**src/hdl/cvr_pkg.sv**
```systemverilog
// Shared constants for the vertex clip unit.
package cvr_pkg;

  localparam int REG_BITS     = 12;  // max_x / max_y and snapped result width
  localparam int PREV_BITS    = 20;  // previous vertex coordinate width
  localparam int CFG_IDX_BITS = 1;

  localparam logic [REG_BITS-1:0] REG_RESET = {REG_BITS{1'b1}};

  // Configuration register indexes
  localparam logic [CFG_IDX_BITS-1:0] CFG_MAX_X = 1'b0;
  localparam logic [CFG_IDX_BITS-1:0] CFG_MAX_Y = 1'b1;

endpackage

```
**src/hdl/cvr_if.sv**
```systemverilog
// Request and result channel interfaces for the vertex clip unit.
interface cvr_in_if #(
  parameter int COORD_BITS = 24
) ();
  import cvr_pkg::*;

  logic                         valid;
  logic                         ready;
  logic signed [COORD_BITS-1:0] point_x;
  logic signed [COORD_BITS-1:0] point_y;
  logic        [PREV_BITS-1:0]  prev_x;
  logic        [PREV_BITS-1:0]  prev_y;

  modport source (output valid, output point_x, output point_y, output prev_x,
                  output prev_y, input ready);
  modport sink   (input valid, input point_x, input point_y, input prev_x,
                  input prev_y, output ready);
endinterface

interface cvr_out_if ();
  import cvr_pkg::*;

  logic                valid;
  logic                ready;
  logic [REG_BITS-1:0] snapped_x;
  logic [REG_BITS-1:0] snapped_y;
  logic                was_clipped;

  modport source (output valid, output snapped_x, output snapped_y,
                  output was_clipped, input ready);
  modport sink   (input valid, input snapped_x, input snapped_y,
                  input was_clipped, output ready);
endinterface

```
**src/hdl/cvr_muldiv.sv**
```systemverilog
// Bit-serial multiply-then-divide unit on magnitudes: q = (a * b) / d.
module cvr_muldiv #(
  parameter int OPW = 26,
  parameter int DW  = 55
) (
  input  logic                 clk,
  input  logic                 rst_n,
  input  logic                 start,
  input  logic [OPW-1:0]       a_mag,
  input  logic [OPW-1:0]       b_mag,
  input  logic [DW-1:0]        d_mag,
  output logic                 done,
  output logic [2*OPW-1:0]     q_mag
);
  import cvr_pkg::*;

  localparam int PW = 2 * OPW;
  localparam int CW = $clog2(PW);

  typedef enum logic [2:0] {
    M_IDLE = 3'b001,
    M_MUL  = 3'b010,
    M_DIV  = 3'b100
  } md_state_t;

  md_state_t         state_r;
  logic              done_r;
  logic [CW-1:0]     cnt_r;
  logic [OPW-1:0]    a_r;
  logic [PW-1:0]     b_r;
  logic [PW-1:0]     acc_r;   // product, then quotient shifted in
  logic [DW-1:0]     d_r;
  logic [DW-1:0]     rem_r;

  logic [DW:0]       trial;
  logic [DW:0]       diff;
  logic              ge;

  // one restoring division step
  always_comb begin
    trial = {rem_r, acc_r[PW-1]};
    diff  = trial - {1'b0, d_r};
    ge    = (trial >= {1'b0, d_r});
  end

  always_ff @(posedge clk) begin
    if (!rst_n) begin
      state_r <= M_IDLE;
      done_r  <= 1'b0;
      cnt_r   <= '0;
    end else begin
      done_r <= 1'b0;
      unique case (state_r)
        M_IDLE: begin
          if (start) begin
            state_r <= M_MUL;
            cnt_r   <= '0;
          end
        end
        M_MUL: begin
          if (cnt_r == CW'(OPW - 1)) begin
            state_r <= M_DIV;
            cnt_r   <= '0;
          end else begin
            cnt_r <= cnt_r + 1'b1;
          end
        end
        M_DIV: begin
          if (cnt_r == CW'(PW - 1)) begin
            state_r <= M_IDLE;
            done_r  <= 1'b1;
          end else begin
            cnt_r <= cnt_r + 1'b1;
          end
        end
        default: state_r <= M_IDLE;
      endcase
    end
  end

  // datapath, no reset
  always_ff @(posedge clk) begin
    case (state_r)
      M_IDLE: begin
        if (start) begin
          a_r   <= a_mag;
          b_r   <= PW'(b_mag);
          d_r   <= d_mag;
          acc_r <= '0;
          rem_r <= '0;
        end
      end
      M_MUL: begin
        if (a_r[0]) acc_r <= acc_r + b_r;
        a_r <= a_r >> 1;
        b_r <= b_r << 1;
      end
      M_DIV: begin
        rem_r <= ge ? diff[DW-1:0] : trial[DW-1:0];
        acc_r <= {acc_r[PW-2:0], ge};
      end
      default: ;
    endcase
  end

  assign done  = done_r;
  assign q_mag = acc_r;

endmodule

```
**src/hdl/clip_vertex_to_rectangle_unit.sv**
```systemverilog
// Top level of the vertex clip unit: control, clamp passes and result register.
//
// Clips a new polygon vertex (signed fixed point, FRAC_BITS fraction bits) onto
// the rectangle [0, max_x] x [0, max_y] by sliding it along the line to the
// previous vertex, then truncates the result to integer cells. One request is
// processed at a time; in_ch.ready is high only while the unit is idle. A
// request inside the rectangle steps through the x pass, the y pass and the done
// state into the result register, and the next request is taken once the unit is
// back in idle. Each clamp pass that has to move the other coordinate runs the
// shared bit-serial multiply/divide unit once, on AW-bit multiply operands, where
// AW = max(12 + FRAC_BITS, 20, COORD_BITS) + 2. Worst case is two such passes.
// The result sits in an output register, so a finished result can wait for
// out_ch.ready while the unit takes the next request. max_x and max_y reset to
// 4095; the user must write them through the cfg_ port (index 0 = max_x,
// 1 = max_y) only while the unit is idle; the unit itself does not enforce it.
module clip_vertex_to_rectangle_unit #(
  parameter int FRAC_BITS  = 8,
  parameter int COORD_BITS = 24
) (
  input  logic                              clk,
  input  logic                              rst_n,
  input  logic                              cfg_we,
  input  logic [cvr_pkg::CFG_IDX_BITS-1:0]  cfg_idx,
  input  logic [cvr_pkg::REG_BITS-1:0]      cfg_wdata,
  cvr_in_if.sink                            in_ch,
  cvr_out_if.source                         out_ch
);
  import cvr_pkg::*;

  // Width plan: AW holds any coordinate difference, PW the product, WW all
  // working coordinates including a quotient added to a previous vertex.
  localparam int HW  = REG_BITS + FRAC_BITS;
  localparam int MW0 = (HW > PREV_BITS) ? HW : PREV_BITS;
  localparam int AW  = ((MW0 > COORD_BITS) ? MW0 : COORD_BITS) + 2;
  localparam int PW  = 2 * AW;
  localparam int WW  = PW + 3;

  typedef enum logic [5:0] {
    S_IDLE  = 6'b000001,
    S_XPASS = 6'b000010,
    S_XWAIT = 6'b000100,
    S_YPASS = 6'b001000,
    S_YWAIT = 6'b010000,
    S_DONE  = 6'b100000
  } state_t;

  state_t                state_r, state_nxt;
  logic signed [WW-1:0]  x_r, x_nxt;
  logic signed [WW-1:0]  y_r, y_nxt;
  logic [PREV_BITS-1:0]  px_r, py_r;
  logic                  clip_r, clip_nxt;
  logic                  neg_r, neg_nxt;
  logic [REG_BITS-1:0]   max_x_r, max_y_r;
  logic                  out_valid_r, out_valid_nxt;
  logic [REG_BITS-1:0]   out_x_r, out_y_r;
  logic                  out_clip_r;

  logic                  in_acc;
  logic                  out_load;
  logic signed [WW-1:0]  hx, hy, pxw, pyw;
  logic                  is_y;
  logic signed [WW-1:0]  own, oth, pown, poth, hi;
  logic                  out_rng;
  logic signed [WW-1:0]  own_new;
  logic signed [WW-1:0]  d_a, d_b, d_d;
  logic signed [WW-1:0]  abs_a, abs_b, abs_d;
  logic                  move_ok;
  logic signed [WW-1:0]  q_s, oth_new;
  logic signed [WW-1:0]  x_sat, y_sat;

  logic                  md_start;
  logic                  md_done;
  logic [PW-1:0]         md_q;

  // --- configuration registers ---
  always_ff @(posedge clk) begin
    if (!rst_n) begin
      max_x_r <= REG_RESET;
      max_y_r <= REG_RESET;
    end else if (cfg_we) begin
      unique case (cfg_idx)
        CFG_MAX_X: max_x_r <= cfg_wdata;
        CFG_MAX_Y: max_y_r <= cfg_wdata;
        default: ;
      endcase
    end
  end

  // --- clamp pass datapath, shared by both axes ---
  // x pass: own = x, other = y; y pass swaps them.
  assign hx  = WW'(max_x_r) << FRAC_BITS;
  assign hy  = WW'(max_y_r) << FRAC_BITS;
  assign pxw = WW'(px_r);
  assign pyw = WW'(py_r);

  assign is_y = (state_r == S_YPASS) || (state_r == S_YWAIT);

  always_comb begin
    own  = is_y ? y_r : x_r;
    oth  = is_y ? x_r : y_r;
    pown = is_y ? pyw : pxw;
    poth = is_y ? pxw : pyw;
    hi   = is_y ? hy  : hx;

    out_rng = (own < 0) || (own > hi);
    own_new = (own < 0) ? '0 : hi;

    // other = p_oth + (own_new - p_own) * (p_oth - oth) / (p_own - own)
    d_a = own_new - pown;
    d_b = poth - oth;
    d_d = pown - own;
    abs_a = d_a[WW-1] ? -d_a : d_a;
    abs_b = d_b[WW-1] ? -d_b : d_b;
    abs_d = d_d[WW-1] ? -d_d : d_d;

    // skip when the previous vertex sits on this axis' edge, the line runs
    // along this axis (other coordinate unchanged), or the divisor would be zero
    move_ok = (pown != '0) && (pown != hi) && (d_b != '0) && (d_d != '0);

    // quotient truncates toward zero: sign applied to the magnitude
    q_s     = neg_r ? -WW'(md_q) : WW'(md_q);
    oth_new = poth + q_s;

    x_sat = (x_r < 0) ? '0 : ((x_r > hx) ? hx : x_r);
    y_sat = (y_r < 0) ? '0 : ((y_r > hy) ? hy : y_r);
  end

  // --- control ---
  assign in_acc   = in_ch.valid && in_ch.ready;
  assign out_load = (state_r == S_DONE) && (!out_valid_r || out_ch.ready);

  always_comb begin
    state_nxt = state_r;
    x_nxt     = x_r;
    y_nxt     = y_r;
    clip_nxt  = clip_r;
    neg_nxt   = neg_r;
    md_start  = 1'b0;
    unique case (state_r)
      S_IDLE: begin
        if (in_acc) begin
          x_nxt     = WW'(in_ch.point_x);
          y_nxt     = WW'(in_ch.point_y);
          clip_nxt  = 1'b0;
          state_nxt = S_XPASS;
        end
      end
      S_XPASS, S_YPASS: begin
        state_nxt = is_y ? S_DONE : S_YPASS;
        if (out_rng) begin
          clip_nxt = 1'b1;
          if (is_y) y_nxt = own_new;
          else      x_nxt = own_new;
          if (move_ok) begin
            md_start  = 1'b1;
            neg_nxt   = d_a[WW-1] ^ d_b[WW-1] ^ d_d[WW-1];
            state_nxt = is_y ? S_YWAIT : S_XWAIT;
          end
        end
      end
      S_XWAIT, S_YWAIT: begin
        if (md_done) begin
          if (is_y) x_nxt = oth_new;
          else      y_nxt = oth_new;
          state_nxt = is_y ? S_DONE : S_YPASS;
        end
      end
      S_DONE: begin
        if (out_load) state_nxt = S_IDLE;
      end
      default: state_nxt = S_IDLE;
    endcase
  end

  always_comb begin
    out_valid_nxt = out_valid_r;
    if (out_load)          out_valid_nxt = 1'b1;
    else if (out_ch.ready) out_valid_nxt = 1'b0;
  end

  always_ff @(posedge clk) begin
    if (!rst_n) begin
      state_r     <= S_IDLE;
      out_valid_r <= 1'b0;
      clip_r      <= 1'b0;
    end else begin
      state_r     <= state_nxt;
      out_valid_r <= out_valid_nxt;
      clip_r      <= clip_nxt;
    end
  end

  always_ff @(posedge clk) begin
    x_r   <= x_nxt;
    y_r   <= y_nxt;
    neg_r <= neg_nxt;
    if (in_acc) begin
      px_r <= in_ch.prev_x;
      py_r <= in_ch.prev_y;
    end
    if (out_load) begin
      out_x_r    <= x_sat[FRAC_BITS +: REG_BITS];
      out_y_r    <= y_sat[FRAC_BITS +: REG_BITS];
      out_clip_r <= clip_r;
    end
  end

  // --- shared serial multiply/divide ---
  cvr_muldiv #(
    .OPW (AW),
    .DW  (WW)
  ) u_muldiv (
    .clk   (clk),
    .rst_n (rst_n),
    .start (md_start),
    .a_mag (abs_a[AW-1:0]),
    .b_mag (abs_b[AW-1:0]),
    .d_mag (abs_d),
    .done  (md_done),
    .q_mag (md_q)
  );

  // --- ports ---
  assign in_ch.ready        = (state_r == S_IDLE);
  assign out_ch.valid       = out_valid_r;
  assign out_ch.snapped_x   = out_x_r;
  assign out_ch.snapped_y   = out_y_r;
  assign out_ch.was_clipped = out_clip_r;

  // --- checks ---
  a_done_in_wait: assert property (@(posedge clk) disable iff (!rst_n)
    md_done |-> (state_r == S_XWAIT || state_r == S_YWAIT))
    else $error("divide result arrived outside a wait state");

  a_wait_clipped: assert property (@(posedge clk) disable iff (!rst_n)
    (state_r == S_XWAIT || state_r == S_YWAIT) |-> clip_r)
    else $error("line move running without a clamp");

  a_out_in_rect: assert property (@(posedge clk) disable iff (!rst_n)
    out_valid_r |-> (out_x_r <= max_x_r && out_y_r <= max_y_r))
    else $error("result lies outside the rectangle");

endmodule

```
**src/flat_wrapper.sv**
```systemverilog
// flat-port wrapper written by rule: the top's interface ports become plain ports
module clip_vertex_to_rectangle_unit_flat import cvr_pkg::*;
#(
  parameter int FRAC_BITS  = 8,
  parameter int COORD_BITS = 24
)
  (clk, rst_n, cfg_we, cfg_idx, cfg_wdata, in_ch_valid, in_ch_point_x, in_ch_point_y, in_ch_prev_x, in_ch_prev_y, in_ch_ready, out_ch_valid, out_ch_snapped_x, out_ch_snapped_y, out_ch_was_clipped, out_ch_ready);
  cvr_in_if #(.COORD_BITS(COORD_BITS)) in_ch_i ();
  cvr_out_if out_ch_i ();
  input  logic clk;
  input  logic rst_n;
  input  logic cfg_we;
  input  logic [cvr_pkg::CFG_IDX_BITS-1:0] cfg_idx;
  input  logic [cvr_pkg::REG_BITS-1:0] cfg_wdata;
  input wire logic [$bits(in_ch_i.valid)-1:0] in_ch_valid;
  input wire logic [$bits(in_ch_i.point_x)-1:0] in_ch_point_x;
  input wire logic [$bits(in_ch_i.point_y)-1:0] in_ch_point_y;
  input wire logic [$bits(in_ch_i.prev_x)-1:0] in_ch_prev_x;
  input wire logic [$bits(in_ch_i.prev_y)-1:0] in_ch_prev_y;
  output wire logic [$bits(in_ch_i.ready)-1:0] in_ch_ready;
  output wire logic [$bits(out_ch_i.valid)-1:0] out_ch_valid;
  output wire logic [$bits(out_ch_i.snapped_x)-1:0] out_ch_snapped_x;
  output wire logic [$bits(out_ch_i.snapped_y)-1:0] out_ch_snapped_y;
  output wire logic [$bits(out_ch_i.was_clipped)-1:0] out_ch_was_clipped;
  input wire logic [$bits(out_ch_i.ready)-1:0] out_ch_ready;
  assign in_ch_i.valid = in_ch_valid;
  assign in_ch_i.point_x = in_ch_point_x;
  assign in_ch_i.point_y = in_ch_point_y;
  assign in_ch_i.prev_x = in_ch_prev_x;
  assign in_ch_i.prev_y = in_ch_prev_y;
  assign in_ch_ready = in_ch_i.ready;
  assign out_ch_valid = out_ch_i.valid;
  assign out_ch_snapped_x = out_ch_i.snapped_x;
  assign out_ch_snapped_y = out_ch_i.snapped_y;
  assign out_ch_was_clipped = out_ch_i.was_clipped;
  assign out_ch_i.ready = out_ch_ready;
  clip_vertex_to_rectangle_unit #(.FRAC_BITS(FRAC_BITS), .COORD_BITS(COORD_BITS)) u_core (.clk(clk), .rst_n(rst_n), .cfg_we(cfg_we), .cfg_idx(cfg_idx), .cfg_wdata(cfg_wdata), .in_ch(in_ch_i), .out_ch(out_ch_i));
endmodule
```
**config.mk**
```make
export PLATFORM = sky130hd
export DESIGN_NAME = clip_vertex_to_rectangle_unit_flat
export DESIGN_NICKNAME = d
export VERILOG_FILES = /design/src/hdl/cvr_pkg.sv /design/src/hdl/cvr_if.sv /design/src/hdl/cvr_muldiv.sv /design/src/hdl/clip_vertex_to_rectangle_unit.sv /design/src/flat_wrapper.sv
export SDC_FILE = /design/constraint.sdc
export NUM_CORES = 2
export LEC_CHECK = 0
export ABC_AREA = 1
export BUFFER_PORTS_ARGS = -buffer_cell sky130_fd_sc_hd__buf_2
export CORE_ASPECT_RATIO = 0.75
export CORE_MARGIN = 2
export CORE_UTILIZATION = 53
export CTS_BUF_LIST = sky130_fd_sc_hd__clkbuf_16
export CTS_CLUSTER_DIAMETER = 80
export DETAILED_ROUTE_END_ITERATION = 10
export MAX_ROUTING_LAYER = met4
export PLACE_DENSITY_LB_ADDON = 0.3
export SYNTH_ARGS = -nofsm -noshare
export SYNTH_HDL_FRONTEND = slang
export SYNTH_SLANG_ARGS = --single-unit
```
**constraint.sdc**
```tcl
create_clock -name clk -period 14.15 [get_ports clk]
set_clock_uncertainty 0.1 [all_clocks]
set_input_delay 2.1225 -clock clk [delete_from_list [all_inputs] [get_ports clk]]
set_output_delay 2.1225 -clock clk [all_outputs]
set_load 0.01 [all_outputs]
```
Word level (Yosys, flattened, before mapping). Index checks and enable logic that the tools add are counted.

$add $sub $neg: 11. $lt $le $gt $ge: 7. Equal/unequal tests: 25. Mux-type cells: 59. Bitwise logic cells: 3. Reductions and logical operators: 34.

Operators by type and width (number): 55-bit 2-to-1 mux (16); 55-bit case mux with 3 select lines (2); 55-bit by 1-bit less-than comparator with 1-bit output (second input constant) (3); 55-bit nonzero test (3); 52-bit 2-to-1 mux (3); 52-bit case mux with 3 select lines (1); 55-bit by 21-bit > comparator with 1-bit output (2); 55-bit case mux with 2 select lines (1); 55-bit subtractor (2); 52-bit case mux with 2 select lines (1); 20-bit 2-to-1 mux (5); 26-bit 2-to-1 mux (3); 56-bit by 55-bit >= comparator with 1-bit output (1); 55-bit adder (1); 55-bit > comparator (1); 55-bit != test (1); 52-bit negation with 55-bit output (1); 55-bit negation (1); 21-bit by 55-bit subtractor with 55-bit output (1); 55-bit by 21-bit subtractor with 55-bit output (1); 54-bit 2-to-1 mux (1); 6-bit 2-to-1 mux (9); 52-bit adder (1); 26-bit negation (2); other kinds (31) (76).

Flip-flop bits (word level): 458. Bits of input ports: 106. Output and inout bits: 27. Logic and storage cells: 161.

Longest topological paths before layout.
Depth in word-level cells: 12. Mapped depth: 42. Gate-level depth less buffers: 34.

Hierarchy. Synthesis repeated with hierarchy kept, for this count alone.

Cell total of the unflattened synthesis: 6560. Area, all modules: 42828.6 µm².

Modules (own cells, without submodules): clip_vertex_to_rectangle_unit (times used 1, cells each 3759, area an instance 23727.8 µm², seq. area each 5925.7 µm²); cvr_muldiv (times used 1, cells each 2801, area an instance 19100.8 µm², seq. area each 7407.1 µm²).

Worst setup path after synthesis. No wires, ideal clock.

Path kind: reg2reg. From: register u_core.state_r[0]. To: register u_core.y_r[0] (enable). Library setup time: 604 ps. Data arrival time: 8951 ps. Data required time: 13446 ps. Setup slack: 4495 ps. Cell stages (with the launch flop): 27. Path buffers: 9. Period minus slack after synthesis: 9655 ps. Path through: dfxtp_1 > nor2_2 > nand3_2 > nand2_2 > buf_8 > buf_12 > buf_8 > buf_6 > buf_4 > buf_2 > buf_2 > clkbuf_1 > clkbuf_1 > nand2_1 > o21ai_0 > ha_1 > nand2_1 > o21ai_0 > a21oi_1 > o21a_1 > o21bai_1 > a41oi_1 > o211ai_1 > o41ai_1 > a21oi_1 > inv_1 > nor4_1.

Longest elaborated chain between the ends: 7. Elaborated cells on any way between the ends: 21. Those cells by class: order compare (2); eq/ne (10); mux (2); reduce/logical (7).

Ends and longest elaborated chain: from (decl) (line clip_vertex_to_rectangle_unit.sv:47) `state_t state_r, state_nxt;`; from (signal assigned) (line clip_vertex_to_rectangle_unit.sv:187) `state_r <= state_nxt;`; 6-bit by 4-bit equality test with 1-bit output or 6-bit by 5-bit equality test with 1-bit output (tied branches) (line clip_vertex_to_rectangle_unit.sv:96, clip_vertex_to_rectangle_unit.sv:139); 1-bit logical OR (line clip_vertex_to_rectangle_unit.sv:96) `assign is_y = (state_r == S_YPASS) || (state_r == S_YWAIT);`; 55-bit 2-to-1 mux or 20-bit 2-to-1 mux (tied branches) (line clip_vertex_to_rectangle_unit.sv:99, clip_vertex_to_rectangle_unit.sv:103); 55-bit by 1-bit less-than comparator with 1-bit output or 55-bit > comparator (tied branches) (line clip_vertex_to_rectangle_unit.sv:105) `out_rng = (own < 0) || (own > hi);`; 1-bit logical OR (line clip_vertex_to_rectangle_unit.sv:105); 2-bit by 1-bit != test with 1-bit output (no source line); 6-bit AND reduction (no source line) (*); to (signal assigned) (line clip_vertex_to_rectangle_unit.sv:195) `y_r <= y_nxt;`; to (decl) (line clip_vertex_to_rectangle_unit.sv:49) `logic signed [WW-1:0] y_r, y_nxt;`.

Mark *: on every way between the ends. The rest lies on a longest branch, timed or not. A chain may end at the register's enable or synchronous reset.

Worst setup path in the final report.
From: register u_core.state_r[2]. To: register u_core.u_muldiv.b_r[46] (enable).

Longest elaborated chain between the ends: 12. Elaborated cells on any way between the ends: 27. Those cells by class: add/sub (2); order compare (2); eq/ne (5); mux (8); reduce/logical (10).

Ends and longest elaborated chain: 6-bit by 4-bit equality test with 1-bit output or 6-bit by 5-bit equality test with 1-bit output (tied branches) (line clip_vertex_to_rectangle_unit.sv:96, clip_vertex_to_rectangle_unit.sv:139); 1-bit logical OR (line clip_vertex_to_rectangle_unit.sv:96); 20-bit 2-to-1 mux (tied with other cells) (line clip_vertex_to_rectangle_unit.sv:102) `poth = is_y ? pxw : pyw;`; 21-bit by 55-bit subtractor with 55-bit output (tied with other cells) (line clip_vertex_to_rectangle_unit.sv:110) `d_b = poth - oth;`; 55-bit nonzero test or 1-bit logical AND (tied branches) (line clip_vertex_to_rectangle_unit.sv:118) `move_ok = (pown != '0) && (pown != hi) && (d_b != '0) && (d_d != '0);`; 1-bit logical AND (2 in a row) (line clip_vertex_to_rectangle_unit.sv:118); 1-bit 2-to-1 mux (line clip_vertex_to_rectangle_unit.sv:154) `if (move_ok) begin`; 1-bit 2-to-1 mux (line clip_vertex_to_rectangle_unit.sv:150) `if (out_rng) begin`; 1-bit 2-to-1 mux (*) (line clip_vertex_to_rectangle_unit.sv:139) `unique case (state_r)`; via u_core.md_start (line clip_vertex_to_rectangle_unit.sv:71) `logic md_start;`; 2-bit by 1-bit != test with 1-bit output (no source line) (*); 2-bit AND reduction (no source line) (*); to (signal assigned) (line cvr_muldiv.sv:87) `b_r <= PW'(b_mag);`; to (signal assigned) (line cvr_muldiv.sv:96) `b_r <= b_r << 1;`; to (decl) (line cvr_muldiv.sv:30) `logic [PW-1:0] b_r;`.

The timed path passes the listed nets; every way through them passes the cells marked *.

==> impl_metrics.ini <==
[sta]
final-hold-violation-count = 0
period_needed_ns = 8.48
period_share_pct = 59.9
setup_tns_ns = 0
whs_ns = 0.339
max-slew-margin-rel_pct = 21.7
tightest_slew_ns = 1.18
fmax_mhz = 118
fin_ws_ns = 5.67
setup_viol = 0
rsz0062_at_grt = no
finalMaxSlewViolations = 0

[die]
dieWidth_um = 319
core.rowCount = 86
io_pins = 133
coreArea_um2 = 73500
start_util_pct = 53.6
dieArea_um2 = 76600
die_y_um = 240

[route]
via_per_inst = 5.91
final_antenna_net_count = 0
route.detailed.drc = 0
wl_per_cell_um = 21.0
dr.pass1.iters = 7
dr_total_vias = 39700
wl_um = 141000
drtIter0Drc = 5977

[setup_path]
cp.required_ns = 14.16
cp_max_fo = 176
worst_setup_path_end_kind = flop
crit_path_top_delay_cell = nand2_8
rr_worst_depth = 20
cp.arrival_ns = 8.49
crit_type = reg -> reg
max_stage_delay_ns = 0.85
path_cells = nor2_1 > nand3_2 > nand2_8 > inv_2 > o21ai_0 > ha_1 > a21oi_1 > o21ai_0 > a21oi_1 > nand3_2 > xor2_1 > nand2_1 > nor2_1 > nand3_1 > nor2_1 > nand2_1 > nand4_2 > inv_1 > nand2_1 > nand2_4
crit_path_start_kind = flop

[synthesis]
synth_top_family_by_area = simple AND/OR/NAND/NOR gates
synth-seq-cells = 458
synth_ff_type = edfxtp_1
syn_area_um2 = 39400
syn_avg_cell_area_um2 = 7.01
ys_seq_area_share_pct = 33.8
synthMuxAreaShare_pct = 0.0254
synth.area.top_cells = edfxtp_1, nand2_1, inv_1
synth_fa_ha_area_share_pct = 6.80
synth_xor_area_share_pct = 6.38
synthCells = 5620
synth.distinct_cells = 71
ys_async_sr_fraction_pct = 0
synth_top_area_cell = edfxtp_1
synth_edf_count = 416
synth_top_area_share_pct = 31.7
ys_warn_count = 0
yosys.area_share.simple_pct = 28.3
syn_nets = 5937
synth_compound_area_share_pct = 14.7

[power]
powerDensity_nw_per_um2 = 164
ir_drop_mv = 0.108
leakage_nw = 19.2

[place]
gp_congestion = 1.11
io_buffers = 132
dp_hpwl_um = 113000
placedCellCount = 6618
pre_cts_slack_ns = 6.20

[clock_tree]
cts_max_path_buffers = 3
clk_latency_ns = 0.66
numCtsBuffers = 50
post_cts_buffers = 0
cts-root-buf = clkbuf_16
cts_tree = done
path_clk_slew_ns = 0.07
post_cts_resized = 0
cts_sinks = 458
cts_hold_buf = 0
cts_max_level = 2

[layout]
fin_nets = 6019
finalNonFillerCells = 6714
final_layout_size_suffix_gt1_share_pct = 6.62
syn2layout_area_growth_pct = 8.08

[grt]
first_global_vias = 34700
grt_start_max_net_pins = 177
grt.total_usage_pct = 37.0
overflow = 0
grt_pass1_wl_um = 211000
antenna_found_initial = 3

[worst_hold_path]
holdCritPathClass = reg -> reg
hold-path-cell-count = 0

[outcome]
outcome = finished clean

[run]
cap_viol_max_count = 0
-- layout make-up --
class / instances / area [um^2]
diodes: 3 / 7.51
inverters: 862 / 3240
repair buffers: 162 / 886
multi-input cells: 4168 / 22200
clock buffers: 51 / 1280
well taps: 968 / 1210
flip-flops and latches: 458 / 13300
fillers: 7027 / 30900
clock inverters: 42 / 400
-- report_power, final --
part | internal, W | leakage [nW] | switching, W | total (W)
registers | 0.00187 | 4.24 | 0.000244 | 0.00211
clock network | 0.000772 | 0.838 | 0.000602 | 0.00137
logic | 0.00102 | 14.2 | 0.00248 | 0.00349
total | 0.00366 | 19.2 | 0.00332 | 0.00698
-- synthesized netlist by cell type (18+ instances only) --
cell,number
a31oi_1,40
a21oi_1,360
dfxtp_1,42
edfxtp_1,416
o22ai_1,22
o21ai_2,25
o21ai_0,415
inv_1,840
o211ai_1,28
nand2_1,1392
nor4_1,44
clkbuf_1,93
xor2_1,206
nand4_1,99
xnor2_1,79
nor3_1,87
nand3b_1,35
ha_1,206
nor2_2,21
o21ai_1,44
nand3_1,272
o21a_1,22
nor2_1,605
inv_2,21
or2_2,18
-- path summary, 6_finish.rpt --
check / from / to / slack (ns)
worst max register to register: u_core.state_r[2] / u_core.u_muldiv.b_r[46] / 5.67
worst max-delay path: u_core.state_r[2] / u_core.u_muldiv.b_r[46] / 5.67
worst min register to register: u_core.clip_r / u_core.out_ch.was_clipped / 0.34
worst min-delay path: u_core.clip_r / u_core.out_ch.was_clipped / 0.34
-- placed cells by master, fill, tap and decap left out, types with 28 or more instances in the layout --
master,n
nand2_1,1390
inv_1,843
nor2_1,601
edfxtp_1,416
o21ai_0,415
a21oi_1,359
nand3_1,271
xor2_1,206
ha_1,206
buf_2,132
nand4_1,99
nor3_1,85
xnor2_1,79
clkbuf_16,51
o21ai_1,44
nor4_1,43
dfxtp_1,42
a31oi_1,40
nand3b_1,35
buf_4,30
o211ai_1,28
-- flip-flops by register name, indices dropped and copies added, names as in the netlist, 20 cells and up --
signal	cells
u_core.x_r	55
u_core.y_r	55
u_core.u_muldiv.rem_r	55
u_core.px_r	20
u_core.py_r	20
u_core.u_muldiv.b_r	52
u_core.u_muldiv.q_mag	52
u_core.u_muldiv.a_r	26
u_core.u_muldiv.d_r	55
-- metal layers --
metal | wire, um | GRT usage, % | share of wire (%)
met2 | 54500 | 49.8 | 39
met3 | 18000 | 7.92 | 13
met4 | 4490 | 10.8 | 3.2
met1 | 64100 | 54.8 | 45
met5 | 0 | - | 0
-- worst max-delay path: cells and delay by family (launching register included) --
kind / cells / cell delay [ns]
adder cells (fa/ha/maj): 1 / 0.44
AO/OA/AOI/OAI: 4 / 1.77
buffers and inverters: 2 / 0.68
AND/OR/NAND/NOR: 12 / 3.86
flip-flops: 1 / 0.34
XOR/XNOR: 1 / 0.37
-- cells by family (layout without fill, tap and decap cells) --
family                   Yosys count  count (layout)
other                              0               3
buffers and inverters            994            1117
AND/OR/NAND/NOR                 2630            2630
multiplexers                       1               1
XOR/XNOR                         286             286
flip-flops                       458             458
AO/OA/AOI/OAI                   1040            1040
adder cells (fa/ha/maj)          211             211
-- metrics by stage --
step	util, %	power (W)	area (um^2)
after floorplan	-	0.00439	39400
after global placement	55.6	0.00546	40900
after detailed placement	55.7	0.00549	40900
after CTS	57.9	0.00687	42600
after global routing	57.9	0.00737	42600
final	57.9	0.00698	42600
(Power assumes the default switching activity.)
